### src/hdl/tqs_pkg.sv
// ---------------------------------------------------------------------------
// Thread queue scheduler package
// Sizes, request and result word types, codes and controller interface.
// ---------------------------------------------------------------------------
package tqs_pkg;

  localparam int THREAD_SLOTS = 4;
  localparam int MUTEX_COUNT  = 4;

  localparam int SLOT_W      = 3;
  localparam int LINK_DEPTH  = THREAD_SLOTS + 1;
  localparam int LINK_IDX_W  = (LINK_DEPTH > 1) ? $clog2(LINK_DEPTH) : 1;
  localparam int SLOT_IDX_W  = (THREAD_SLOTS > 1) ? $clog2(THREAD_SLOTS) : 1;
  localparam int QUEUE_COUNT = 2 + MUTEX_COUNT;
  localparam int QID_W       = $clog2(QUEUE_COUNT);

  typedef logic [SLOT_W-1:0] slot_t;

  localparam slot_t SLOT_NONE = 3'd7;

  localparam logic [QID_W-1:0] QID_FREE  = QID_W'(0);
  localparam logic [QID_W-1:0] QID_READY = QID_W'(1);
  localparam logic [QID_W-1:0] QID_WAIT  = QID_W'(2);

  localparam logic [2:0] MODE_SPAWN  = 3'd0;
  localparam logic [2:0] MODE_YIELD  = 3'd1;
  localparam logic [2:0] MODE_LOCK   = 3'd2;
  localparam logic [2:0] MODE_UNLOCK = 3'd3;
  localparam logic [2:0] MODE_FINISH = 3'd4;

  localparam logic [2:0] ST_OK          = 3'd0;
  localparam logic [2:0] ST_NO_FREE     = 3'd1;
  localparam logic [2:0] ST_NO_READY    = 3'd2;
  localparam logic [2:0] ST_HALTED      = 3'd3;
  localparam logic [2:0] ST_MAIN_FINISH = 3'd4;

  typedef struct packed {
    logic [2:0]         mode;
    logic [1:0]         mutex_index;
    logic [15:0]        entry_address;
    logic signed [15:0] entry_argument;
  } sched_in_t;

  typedef struct packed {
    logic [2:0]         status;
    logic [2:0]         running_thread;
    logic               switched;
    logic               starts_fresh;
    logic [15:0]        start_address;
    logic signed [15:0] start_argument;
    logic [2:0]         spawned_slot;
  } sched_out_t;

  typedef struct packed {
    logic             accept;
    logic             push;
    logic             push_spawn;
    logic [QID_W-1:0] push_q;
    logic             pop;
    logic             pop_run;
    logic [QID_W-1:0] pop_q;
    logic             status_we;
    logic [2:0]       status_code;
    logic             set_halt;
    logic             set_lock;
    logic             clr_lock;
    logic             load_out;
  } tqs_cmd_t;

  typedef struct packed {
    logic [2:0] mode;
    logic [1:0] mutex_index;
    logic       mi_ok;
    logic       halted;
    logic       free_ok;
    logic       ready_empty;
    logic       wait_empty;
    logic       mutex_locked;
    logic       running_zero;
    logic       out_busy;
  } tqs_stat_t;

  function automatic logic slot_ok(input slot_t s);
    return s <= SLOT_W'(THREAD_SLOTS);
  endfunction

endpackage

### src/hdl/tqs_ctrl.sv
// ---------------------------------------------------------------------------
// Thread queue scheduler controller
// Decodes each request word and sequences queue push and pop steps.
// ---------------------------------------------------------------------------
module tqs_ctrl import tqs_pkg::*; (
  input  logic      clk,
  input  logic      rst_n,
  input  logic      in_valid,
  output logic      in_stall,
  input  tqs_stat_t stat,
  output tqs_cmd_t  cmd
);

  typedef enum logic [2:0] {
    S_IDLE,
    S_EVAL,
    S_PUSH,
    S_POP,
    S_SPAWN_POP,
    S_SPAWN_PUSH,
    S_DONE
  } state_t;

  state_t           state_r, state_nxt;
  logic [QID_W-1:0] push_q_r, push_q_nxt;
  logic [QID_W-1:0] pop_q_r, pop_q_nxt;
  logic [QID_W-1:0] wait_q;

  assign in_stall = (state_r != S_IDLE);

  always_comb begin
    state_nxt  = state_r;
    push_q_nxt = push_q_r;
    pop_q_nxt  = pop_q_r;
    cmd        = '0;
    wait_q     = QID_WAIT + QID_W'(stat.mutex_index);
    case (state_r)
      S_IDLE: begin
        if (in_valid) begin
          cmd.accept = 1'b1;
          state_nxt  = S_EVAL;
        end
      end
      S_EVAL: begin
        state_nxt = S_DONE;
        if (stat.halted) begin
          cmd.status_we   = 1'b1;
          cmd.status_code = ST_HALTED;
        end else begin
          case (stat.mode)
            MODE_SPAWN: begin
              if (!stat.free_ok) begin
                cmd.status_we   = 1'b1;
                cmd.status_code = ST_NO_FREE;
                cmd.set_halt    = 1'b1;
              end else begin
                state_nxt = S_SPAWN_POP;
              end
            end
            MODE_YIELD: begin
              push_q_nxt = QID_READY;
              pop_q_nxt  = QID_READY;
              state_nxt  = S_PUSH;
            end
            MODE_LOCK: begin
              if (stat.mi_ok) begin
                if (!stat.mutex_locked) begin
                  cmd.set_lock = 1'b1;
                end else if (stat.ready_empty) begin
                  cmd.status_we   = 1'b1;
                  cmd.status_code = ST_NO_READY;
                  cmd.set_halt    = 1'b1;
                end else begin
                  push_q_nxt = wait_q;
                  pop_q_nxt  = QID_READY;
                  state_nxt  = S_PUSH;
                end
              end
            end
            MODE_UNLOCK: begin
              if (stat.mi_ok) begin
                if (stat.wait_empty) begin
                  cmd.clr_lock = 1'b1;
                end else begin
                  push_q_nxt = QID_READY;
                  pop_q_nxt  = wait_q;
                  state_nxt  = S_PUSH;
                end
              end
            end
            MODE_FINISH: begin
              if (stat.running_zero) begin
                cmd.status_we   = 1'b1;
                cmd.status_code = ST_MAIN_FINISH;
              end else if (stat.ready_empty) begin
                cmd.status_we   = 1'b1;
                cmd.status_code = ST_NO_READY;
                cmd.set_halt    = 1'b1;
              end else begin
                push_q_nxt = QID_FREE;
                pop_q_nxt  = QID_READY;
                state_nxt  = S_PUSH;
              end
            end
            default: ;
          endcase
        end
      end
      S_PUSH: begin
        cmd.push   = 1'b1;
        cmd.push_q = push_q_r;
        state_nxt  = S_POP;
      end
      S_POP: begin
        cmd.pop     = 1'b1;
        cmd.pop_run = 1'b1;
        cmd.pop_q   = pop_q_r;
        state_nxt   = S_DONE;
      end
      S_SPAWN_POP: begin
        cmd.pop   = 1'b1;
        cmd.pop_q = QID_FREE;
        state_nxt = S_SPAWN_PUSH;
      end
      S_SPAWN_PUSH: begin
        cmd.push       = 1'b1;
        cmd.push_spawn = 1'b1;
        cmd.push_q     = QID_READY;
        state_nxt      = S_DONE;
      end
      S_DONE: begin
        if (!stat.out_busy) begin
          cmd.load_out = 1'b1;
          state_nxt    = S_IDLE;
        end
      end
      default: state_nxt = S_IDLE;
    endcase
  end

  always_ff @(posedge clk) begin
    if (!rst_n) begin
      state_r  <= S_IDLE;
      push_q_r <= QID_READY;
      pop_q_r  <= QID_READY;
    end else begin
      state_r  <= state_nxt;
      push_q_r <= push_q_nxt;
      pop_q_r  <= pop_q_nxt;
    end
  end

endmodule

### src/hdl/tqs_datapath.sv
// ---------------------------------------------------------------------------
// Thread queue scheduler datapath
// Linked slot queues, slot data, mutex flags and the result register.
// ---------------------------------------------------------------------------
module tqs_datapath import tqs_pkg::*; (
  input  logic       clk,
  input  logic       rst_n,
  input  sched_in_t  in_data,
  input  tqs_cmd_t   cmd,
  input  logic       out_stall,
  output tqs_stat_t  stat,
  output logic       out_valid,
  output sched_out_t out_data
);

  sched_in_t req_r;

  slot_t head_r [QUEUE_COUNT];
  slot_t head_nxt [QUEUE_COUNT];
  slot_t tail_r [QUEUE_COUNT];
  slot_t tail_nxt [QUEUE_COUNT];
  slot_t link_r [LINK_DEPTH];
  slot_t link_nxt [LINK_DEPTH];

  logic [LINK_DEPTH-1:0]  started_r, started_nxt;
  logic [MUTEX_COUNT-1:0] locked_r, locked_nxt;
  logic                   halted_r, halted_nxt;
  slot_t                  running_r, running_nxt;
  logic                   out_valid_r, out_valid_nxt;

  logic [15:0]        entry_r [THREAD_SLOTS];
  logic signed [15:0] arg_r [THREAD_SLOTS];

  slot_t              spawn_slot_r;
  logic [2:0]         res_status_r;
  logic               res_switched_r;
  logic               res_fresh_r;
  logic [15:0]        res_addr_r;
  logic signed [15:0] res_arg_r;
  slot_t              res_spawned_r;
  sched_out_t         out_data_r;

  slot_t                 push_slot;
  slot_t                 push_tail;
  slot_t                 pop_head;
  slot_t                 pop_next;
  slot_t                 popped;
  logic                  pop_ok;
  logic [SLOT_IDX_W-1:0] popped_idx;
  logic                  run_fresh;
  logic [15:0]           run_addr;
  logic signed [15:0]    run_arg;
  logic [QID_W-1:0]      wait_q;

  always_comb begin
    wait_q            = QID_WAIT + QID_W'(req_r.mutex_index);
    stat.mode         = req_r.mode;
    stat.mutex_index  = req_r.mutex_index;
    stat.mi_ok        = int'(req_r.mutex_index) < MUTEX_COUNT;
    stat.halted       = halted_r;
    stat.free_ok      = slot_ok(head_r[QID_FREE]) && (head_r[QID_FREE] != '0);
    stat.ready_empty  = (head_r[QID_READY] == SLOT_NONE);
    stat.wait_empty   = stat.mi_ok ? (head_r[wait_q] == SLOT_NONE) : 1'b1;
    stat.mutex_locked = stat.mi_ok ? locked_r[req_r.mutex_index] : 1'b0;
    stat.running_zero = (running_r == '0);
    stat.out_busy     = out_valid_r && out_stall;
  end

  always_comb begin
    push_slot  = cmd.push_spawn ? spawn_slot_r : running_r;
    push_tail  = tail_r[cmd.push_q];
    pop_head   = head_r[cmd.pop_q];
    pop_ok     = slot_ok(pop_head);
    pop_next   = pop_ok ? link_r[LINK_IDX_W'(pop_head)] : SLOT_NONE;
    popped     = pop_ok ? pop_head : '0;
    popped_idx = SLOT_IDX_W'(popped - SLOT_W'(1));
    run_fresh  = !started_r[LINK_IDX_W'(popped)];
    run_addr   = '0;
    run_arg    = '0;
    if (run_fresh && (popped != '0)) begin
      run_addr = entry_r[popped_idx];
      run_arg  = arg_r[popped_idx];
    end

    head_nxt      = head_r;
    tail_nxt      = tail_r;
    link_nxt      = link_r;
    started_nxt   = started_r;
    locked_nxt    = locked_r;
    halted_nxt    = halted_r || cmd.set_halt;
    running_nxt   = running_r;
    out_valid_nxt = cmd.load_out || (out_valid_r && out_stall);

    if (cmd.set_lock) begin
      locked_nxt[req_r.mutex_index] = 1'b1;
    end
    if (cmd.clr_lock) begin
      locked_nxt[req_r.mutex_index] = 1'b0;
    end

    if (cmd.push && slot_ok(push_slot)) begin
      link_nxt[LINK_IDX_W'(push_slot)] = SLOT_NONE;
      if ((head_r[cmd.push_q] == SLOT_NONE) || !slot_ok(push_tail)) begin
        head_nxt[cmd.push_q] = push_slot;
      end else begin
        link_nxt[LINK_IDX_W'(push_tail)] = push_slot;
      end
      tail_nxt[cmd.push_q] = push_slot;
    end

    if (cmd.pop) begin
      if (!pop_ok) begin
        head_nxt[cmd.pop_q] = SLOT_NONE;
        tail_nxt[cmd.pop_q] = SLOT_NONE;
      end else begin
        head_nxt[cmd.pop_q] = pop_next;
        if (pop_next == SLOT_NONE) begin
          tail_nxt[cmd.pop_q] = SLOT_NONE;
        end
      end
      if (cmd.pop_run) begin
        running_nxt                         = popped;
        started_nxt[LINK_IDX_W'(popped)]    = 1'b1;
      end else begin
        started_nxt[LINK_IDX_W'(popped)]    = 1'b0;
      end
    end
  end

  always_ff @(posedge clk) begin
    if (!rst_n) begin
      for (int q = 0; q < QUEUE_COUNT; q++) begin
        head_r[q] <= (q == int'(QID_FREE)) ? SLOT_W'(1) : SLOT_NONE;
        tail_r[q] <= (q == int'(QID_FREE)) ? SLOT_W'(THREAD_SLOTS) : SLOT_NONE;
      end
      for (int k = 0; k < LINK_DEPTH; k++) begin
        link_r[k] <= (k >= 1 && k < THREAD_SLOTS) ? SLOT_W'(k + 1) : SLOT_NONE;
      end
      started_r   <= LINK_DEPTH'(1);
      locked_r    <= '0;
      halted_r    <= 1'b0;
      running_r   <= '0;
      out_valid_r <= 1'b0;
    end else begin
      head_r      <= head_nxt;
      tail_r      <= tail_nxt;
      link_r      <= link_nxt;
      started_r   <= started_nxt;
      locked_r    <= locked_nxt;
      halted_r    <= halted_nxt;
      running_r   <= running_nxt;
      out_valid_r <= out_valid_nxt;
    end
  end

  always_ff @(posedge clk) begin
    if (cmd.accept) begin
      req_r          <= in_data;
      res_status_r   <= ST_OK;
      res_switched_r <= 1'b0;
      res_fresh_r    <= 1'b0;
      res_addr_r     <= '0;
      res_arg_r      <= '0;
      res_spawned_r  <= '0;
    end
    if (cmd.status_we) begin
      res_status_r <= cmd.status_code;
    end
    if (cmd.pop && cmd.pop_run) begin
      res_switched_r <= (popped != running_r);
      res_fresh_r    <= run_fresh;
      res_addr_r     <= run_addr;
      res_arg_r      <= run_arg;
    end
    if (cmd.pop && !cmd.pop_run) begin
      spawn_slot_r        <= popped;
      res_spawned_r       <= popped;
      entry_r[popped_idx] <= req_r.entry_address;
      arg_r[popped_idx]   <= req_r.entry_argument;
    end
    if (cmd.load_out) begin
      out_data_r.status         <= res_status_r;
      out_data_r.running_thread <= running_r;
      out_data_r.switched       <= res_switched_r;
      out_data_r.starts_fresh   <= res_fresh_r;
      out_data_r.start_address  <= res_addr_r;
      out_data_r.start_argument <= res_arg_r;
      out_data_r.spawned_slot   <= res_spawned_r;
    end
  end

  assign out_valid = out_valid_r;
  assign out_data  = out_data_r;

endmodule

### src/hdl/thread_queue_scheduler.sv
// A request is decoded in an evaluate state and its result word is loaded in a
// done state; spawn, yield, blocking lock, handoff unlock and finish add a push
// and a pop state between them. One request is in flight at a time, so no new
// word is taken until the result is loaded into the output register.
// Synchronous active-low reset restores the free chain and the main thread.
// ---------------------------------------------------------------------------
// Thread queue scheduler
// Cooperative round-robin thread scheduler with mutex wait queues.
// ---------------------------------------------------------------------------
module thread_queue_scheduler import tqs_pkg::*; (
  input  logic       clk,
  input  logic       rst_n,
  input  logic       in_valid,
  output logic       in_stall,
  input  sched_in_t  in_data,
  output logic       out_valid,
  input  logic       out_stall,
  output sched_out_t out_data
);

  tqs_cmd_t  cmd;
  tqs_stat_t stat;

  tqs_ctrl u_ctrl (
    .clk      (clk),
    .rst_n    (rst_n),
    .in_valid (in_valid),
    .in_stall (in_stall),
    .stat     (stat),
    .cmd      (cmd)
  );

  tqs_datapath u_datapath (
    .clk       (clk),
    .rst_n     (rst_n),
    .in_data   (in_data),
    .cmd       (cmd),
    .out_stall (out_stall),
    .stat      (stat),
    .out_valid (out_valid),
    .out_data  (out_data)
  );

endmodule

### config.mk
export PLATFORM = sky130hd
export DESIGN_NAME = thread_queue_scheduler
export DESIGN_NICKNAME = d
export VERILOG_FILES = /design/src/hdl/tqs_pkg.sv /design/src/hdl/tqs_ctrl.sv /design/src/hdl/tqs_datapath.sv /design/src/hdl/thread_queue_scheduler.sv
export SDC_FILE = /design/constraint.sdc
export NUM_CORES = 1
export LEC_CHECK = 0
export BUFFER_PORTS_ARGS = -buffer_cell sky130_fd_sc_hd__buf_2
export CAP_MARGIN = 20
export CORE_ASPECT_RATIO = 1.75
export CORE_MARGIN = 1
export CORE_UTILIZATION = 50
export DETAILED_ROUTE_END_ITERATION = 12
export PLACE_DENSITY = 0.72
export SLEW_MARGIN = 20
export SYNTH_ARGS = -nofsm -noshare
export SYNTH_HDL_FRONTEND = slang
export SYNTH_SLANG_ARGS = --single-unit
### constraint.sdc
create_clock -name clk -period 10.09 [get_ports clk]
set_input_delay 1.5135 -clock clk [delete_from_list [all_inputs] [get_ports clk]]
set_output_delay 1.5135 -clock clk [all_outputs]
set_load 0.01 [all_outputs]
==> After elaboration in Yosys (flattened, before gate mapping) <==
Memories as Yosys holds them, arrays and structs flattened.
Cells that the tools add are included.
{ "classes": {"eq_ne": 22, "mux": 107, "bitwise_logic": 16, "n_reduce_logical": 35, "n_lt_le_gt_ge": 18, "n_addsub": 2} }
{ "op_table": {"columns": ["operator", "count"], "rows": [
  ["$mux 18", 8],
  ["$mux 3", 38],
  ["$mux 16", 5],
  ["$bwmux 18", 3],
  ["$bmux 3 s3", 5],
  ["$demux 3 s3", 4],
  ["$or 18x18->18", 2],
  ["$eq 3x3->1 const B", 8],
  ["$ge 4x4->1 const B", 6],
  ["$not 3->4", 6],
  ["$pmux 3 s4", 2],
  ["$mux 1", 22],
  ["$mux 5", 4],
  ["$pmux 3 s6", 1],
  ["$lt 4x1->1 const B", 4],
  ["$mux 4", 4],
  ["$bwmux 15", 1],
  ["$mux 15", 1],
  ["$or 15x15->15", 1],
  ["$pmux 3 s5", 1],
  ["$pmux 5 s3", 1],
  ["$eq 3x2->1 const B", 4],
  ["$le 3x3->1 const B", 4],
  ["$logic_and 1x1->1", 12],
  ["other kinds (34)", 53]
]} }
{ "word_totals": {"in_bits": 41, "n_memories": 2, "mem_bits_rw": 128, "output_inout_bits": 45, "regBits": 197} }
{ "memory_table": {"columns": ["memory", "depth", "word_bits", "read_ports", "rd_clocked_by_memory_dff", "wr", "line", "text"], "rows": [
  ["u_datapath.arg_r", 4, 16, 1, 0, 1, "tqs_datapath.sv:32", "logic signed [15:0] arg_r [THREAD_SLOTS];"],
  ["u_datapath.entry_r", 4, 16, 1, 0, 1, "tqs_datapath.sv:31", "logic [15:0] entry_r [THREAD_SLOTS];"]
]} }

==> Longest topological paths before layout <==
{ "logic_depth": {"word_depth": 15, "mapped_depth": 14} }

==> Cells and area by module <==
Synthesis repeated with hierarchy kept, for this count alone.
{ "hier_totals": {"cells_unflattened": 902, "hier_area_um2": 13236.4} }
{ "modules_own_cells": {"columns": ["mod", "area_per_inst_um2", "cells_per_inst", "n_inst"], "rows": [
  ["tqs_datapath", 12454.4, 795, 1],
  ["tqs_ctrl", 782.0, 107, 1]
]} }

==> Worst setup path after synthesis <==
Ideal clock, no wire load.
{ "synth_timing": {"path_type": "input -> register", "start": "input port out_stall", "end": "register u_datapath.out_data_r (netlist bit u_datapath.out_data[0]) (enable)", "path_stages": 1, "arrival_ns": 3.582, "setup_slack_ns": 6.051, "required_ns": 9.632, "n_path_buf": 0, "setup_time_ns": 0.458, "path_cell_list": "a21oi_1"} }
{ "synth_via": {"elab_chain_len": 3} }
{ "synth_lines": {"columns": ["element", "line", "text"], "rows": [
  ["start: declaration", "thread_queue_scheduler.sv:17", "input logic out_stall,"],
  ["$logic_and 1x1->1", "tqs_datapath.sv:66", "stat.out_busy = out_valid_r && out_stall;"],
  ["$mux 1", "tqs_ctrl.sv:132", "if (!stat.out_busy) begin"],
  ["$mux 1", "tqs_ctrl.sv:37", "case (state_r)"],
  ["end: declaration", "tqs_datapath.sv:41", "sched_out_t out_data_r;"]
]} }
No other way between the ends.
A chain may end at the register's enable or synchronous reset.

==> Worst setup path after layout <==
{ "layout_timing": {"start": "register u_ctrl.state_r[0]", "end": "register u_datapath.tail_r[4] (netlist bit)"} }
{ "layout_via": {"elab_chain_len": 15, "elab_cells_between_ends": 42} }
{ "layout_lines": {"columns": ["element", "line", "text"], "rows": [
  ["start: declaration", "tqs_ctrl.sv:24", "state_t state_r, state_nxt;"],
  ["start signal: assignment", "tqs_ctrl.sv:147", "state_r <= state_nxt;"],
  ["$eq 3x2->1", "tqs_ctrl.sv:37", null],
  ["$mux 3", "tqs_ctrl.sv:37", null],
  ["$not 3->4 (implied by the code)", "tqs_datapath.sv:72, tqs_datapath.sv:114, tqs_datapath.sv:118", null],
  ["$bmux 3 s3", "tqs_datapath.sv:72", "pop_head = head_r[cmd.pop_q];"],
  ["$mux 3 (implied by the code) (2 in a row)", "tqs_datapath.sv:72", null],
  ["$not 3->4 (implied by the code)", "tqs_datapath.sv:74", "pop_next = pop_ok ? link_r[LINK_IDX_W'(pop_head)] : SLOT_NONE;"],
  ["$bmux 3 s3", "tqs_datapath.sv:74", null],
  ["$mux 3 (implied by the code) (2 in a row)", "tqs_datapath.sv:74", null],
  ["$mux 3", "tqs_datapath.sv:74", null],
  ["$eq 3x3->1", "tqs_datapath.sv:117", "if (pop_next == SLOT_NONE) begin"],
  ["$mux 18", "tqs_datapath.sv:117", null],
  ["$mux 18", "tqs_datapath.sv:112", "if (!pop_ok) begin"],
  ["$mux 18 *", "tqs_datapath.sv:111", "if (cmd.pop) begin"],
  ["end signal: indexed assignment", "tqs_datapath.sv:134", "tail_r[q] <= (q == int'(QID_FREE)) ? SLOT_W'(THREAD_SLOTS) : SLOT_NONE;"],
  ["end signal: assignment", "tqs_datapath.sv:146", "tail_r <= tail_nxt;"],
  ["end: declaration", "tqs_datapath.sv:20", "slot_t tail_r [QUEUE_COUNT];"]
]} }
Every way passes the cells marked *; elsewhere a longest branch is shown, timed or not. The select of a mux whose other input is x is not followed.

==> summary.md <==
| Metric | Value |
|---|---|
| Run status | complete, no violations |
| Clock buffer depth | 3 |
| Req. time, crit path | 10.55 ns |
| H-tree Lvls | 1 |
| Crit path buffers/inverters | 2 |
| Hold_ws | 0.4124 ns |
| Internal Pwr Total | 2.393 mW |
| Mapped Cells | 949 |
| Worst EP arrival | 4.77 ns |
| Clock Sinks | 325 |
| Total track usage | 22.66% |
| Primary FF master, synth | edfxtp_1 |
| Worst VDD drop | 0.0001891 V |
| # port buffers | 85 |
| Asr flop ratio synth | 0% |
| Least-Margin Pin Slew | 0.9540 ns |
| Via density | 6.243 |
| Leakage | 5.129 nW |
| Chip Height | 219.6 um |
| Residual DRC | 0 |
| Power share of the clock group | 35.7% |
| Flop2flop setup slack | 5.78 ns |
| Critical path's slowest cell | nand2_1 |
| Combinational power share | 15.2% |
| Max_cap viols | 0 |
| Total net switching power | 0.8268 mW |
| Dominant cell type by area after synthesis | edfxtp_1 |
| FMAX | 232.1 MHz |
| Power Dens Cells | 212.0 mW/mm^2 |
| DR vias | 8541 |
| Yosys cell types | 82 |
| Starting DRT DRC Count | 646 |
| Hold/Removal Path Class | reg2reg |
| Crit end category | flop |
| WL/cell | 22.65 um |
| Final antenna-violating net count | 0 |
| Total power | 3.220 mW |
| Clock Skew | 0.01560 ns |
| Worst-path maximum fanout | 41 |
| Synthesis-to-finish area growth | 12.27% |
| Sequential share of the synthesized area | 66.67% |
| Syn avg cell area | 14.25 um^2 |
| Worst skew pair latency | 0.57 ns |
| CTS tree | built |
| Final setup fails | 0 |
| Initial Util | 50.87% |
| Slew margin rel. | 35.91% |
| Largest net degree at the start of global routing | 44 |
| Max Slew Vio Count | 0 |
| Synthesized flop and latch total | 325 |
| Grt ovf | 0 |
| YS warnings | 0 |
| DIE WIDTH | 126.3 um |
| WL final | 30980 um |
| Post-synth top area share | 55.72% |
| Largest delay share family, worst path | simple AND/OR/NAND/NOR gates |
| Post-CTS setup buffers | 0 |
| CP peak stage delay | 0.69 ns |
| Critical Path Most Common Cell | nand2_1 |
| Period utilization | 42.71% |
| First-pass GRT wire length | 47220 um |
| Seq pwr share | 49.1% |
| Largest cells by area after synthesis | edfxtp_1, dfxtp_1, mux4_2 |
| Synth cell count leaders | edfxtp_1, dfxtp_1, nor2_1, nand2_1, nor3_1 |
| FP Rows | 79 |
| Clock root buffer | clkbuf_16 |
| Most common cell in the synthesized netlist | edfxtp_1 |
| Layout cells sized above 1 | 20.83% |
| Fin. Hold Viols | 0 |
| Post-cts resize count | 0 |
| RSZ-0062 raised after global routing | false |
| Switch share | 25.68% |
| RD Place Congestion | 0.9309 |
| Post-layout nets | 1065 |
| Netlist Area Pre-Place | 0.01353 mm^2 |
| First-pass detailed-route iteration total | 6 |
| Clk pin slew, worst setup/hold paths | 0.07 ns |
| Hold buffers post-CTS | 0 |
| Total CTS buffers | 29 |
| Initial antenna violation count | 2 |
| # IOs | 86 |
| HPWL Detailed | 20280 um |
| Setup_tns | 0 ns |
| Core Box Area | 0.02659 mm^2 |
| EDFF count, synth | 251 |
| Post-synth net total | 995 |
| Crit path cell chain | and3b_1, and2_1, o2bb2ai_1, nor2_1, nand2_1, inv_1, buf_4, a22oi_1, nand2_1, o31ai_1 |
| Critical Path Start Type | flop |
| Vias in the first global route | 8450 |
| Final worst path period need | 4.309 ns |
| DIE AREA | 0.02774 mm^2 |
| Worst Setup Path Type | reg2reg |
==> layout by cell type (no fill, tap or decap), types with 12 or more instances in the layout <==
cell and n:
edfxtp_1 251, buf_2 85, dfxtp_1 74, nor2_1 55, nand2_1 44, nor3_1 39
nand3_1 34, a21oi_1 33, mux4_2 33, a21boi_1 30, clkbuf_16 29, o31ai_1 24
o21ai_0 23, o211ai_1 18, mux2i_1 17, inv_1 16, buf_4 16, mux2_2 12
==> routing by layer <==
| metal | GRT usage, % | vias to the layer above | share of wire [%] |
|---|---|---|---|
| li1 | - | 3894 | - |
| met1 | 24.71 | 4212 | 37 |
| met2 | 42.15 | 330 | 53 |
| met3 | 2.962 | 105 | 5.2 |
| met4 | 12.73 | 0 | 5.1 |
| met5 | 0 | - | 0 |
==> registers in the layout, summed over array words and instances (netlist names), 15 cells and up, named ones only <==
name,count
u_datapath.head_r,18
u_datapath.entry_r,64
u_datapath.res_addr_r,16
u_datapath.req_r,32
u_datapath.res_arg_r,16
u_datapath.out_data,43
u_datapath.link_r,15
u_datapath.arg_r,64
u_datapath.tail_r,18
==> final timing paths <==
check                                         startpoint                      end  cells past startpoint
worst min-delay path            u_datapath.res_addr_r[6]  u_datapath.out_data[25]                      0
worst min register to register  u_datapath.res_addr_r[6]  u_datapath.out_data[25]                      0
worst max-delay path                   u_ctrl.state_r[0]     u_datapath.tail_r[4]                     10
worst max register to register         u_ctrl.state_r[0]     u_datapath.tail_r[4]                     10
==> power groups by stage <==
stage               registers [mW]  clock network, mW  logic (mW)
global route                  1.59               1.22       0.525
CTS                           1.58               1.17       0.492
finish                        1.58               1.15       0.489
global placement              1.60                  0       0.484
detailed placement            1.61                  0       0.490
floorplan                     1.59                  0       0.389
==> per-stage QoR <==
| step | setup slack [ns] | utilization, % | cell area [um^2] | std cells |
|---|---|---|---|---|
| floorplan | 6.051 | - | 13530 | 949 |
| finish | 5.781 | 57.12 | 15190 | 1368 |
| global placement | 6.007 | 53.36 | 14190 | 1312 |
| detailed placement | 5.873 | 53.36 | 14190 | 1312 |
| CTS | 5.869 | 57.10 | 15180 | 1366 |
| global route | 5.533 | 57.11 | 15180 | 1367 |
==> kinds of logic after synthesis <==
family                     count (synthesis)  synth area share, %
buffers and inverters                     79                2.719
xor gates and xnor gates                   3               0.1943
and+or+nand+nor                          249                9.648
adders and majority gates                  6               0.5457
DFF                                      325                66.67
AOI/OAI and AO/OA                        225                12.47
muxes                                     62                7.751
==> area by class of cell <==
class / count / area (um^2)
clock inverter: 17 / 209.0
sequential: 325 / 9019
antenna: 2 / 5.005
multi-input combinational: 545 / 4154
inverter: 17 / 63.81
clock buffer: 37 / 785.8
timing repair buffer: 101 / 545.5
fill: 2095 / 11400
tap: 324 / 405.4
Power figures use the tool's default switching activity.
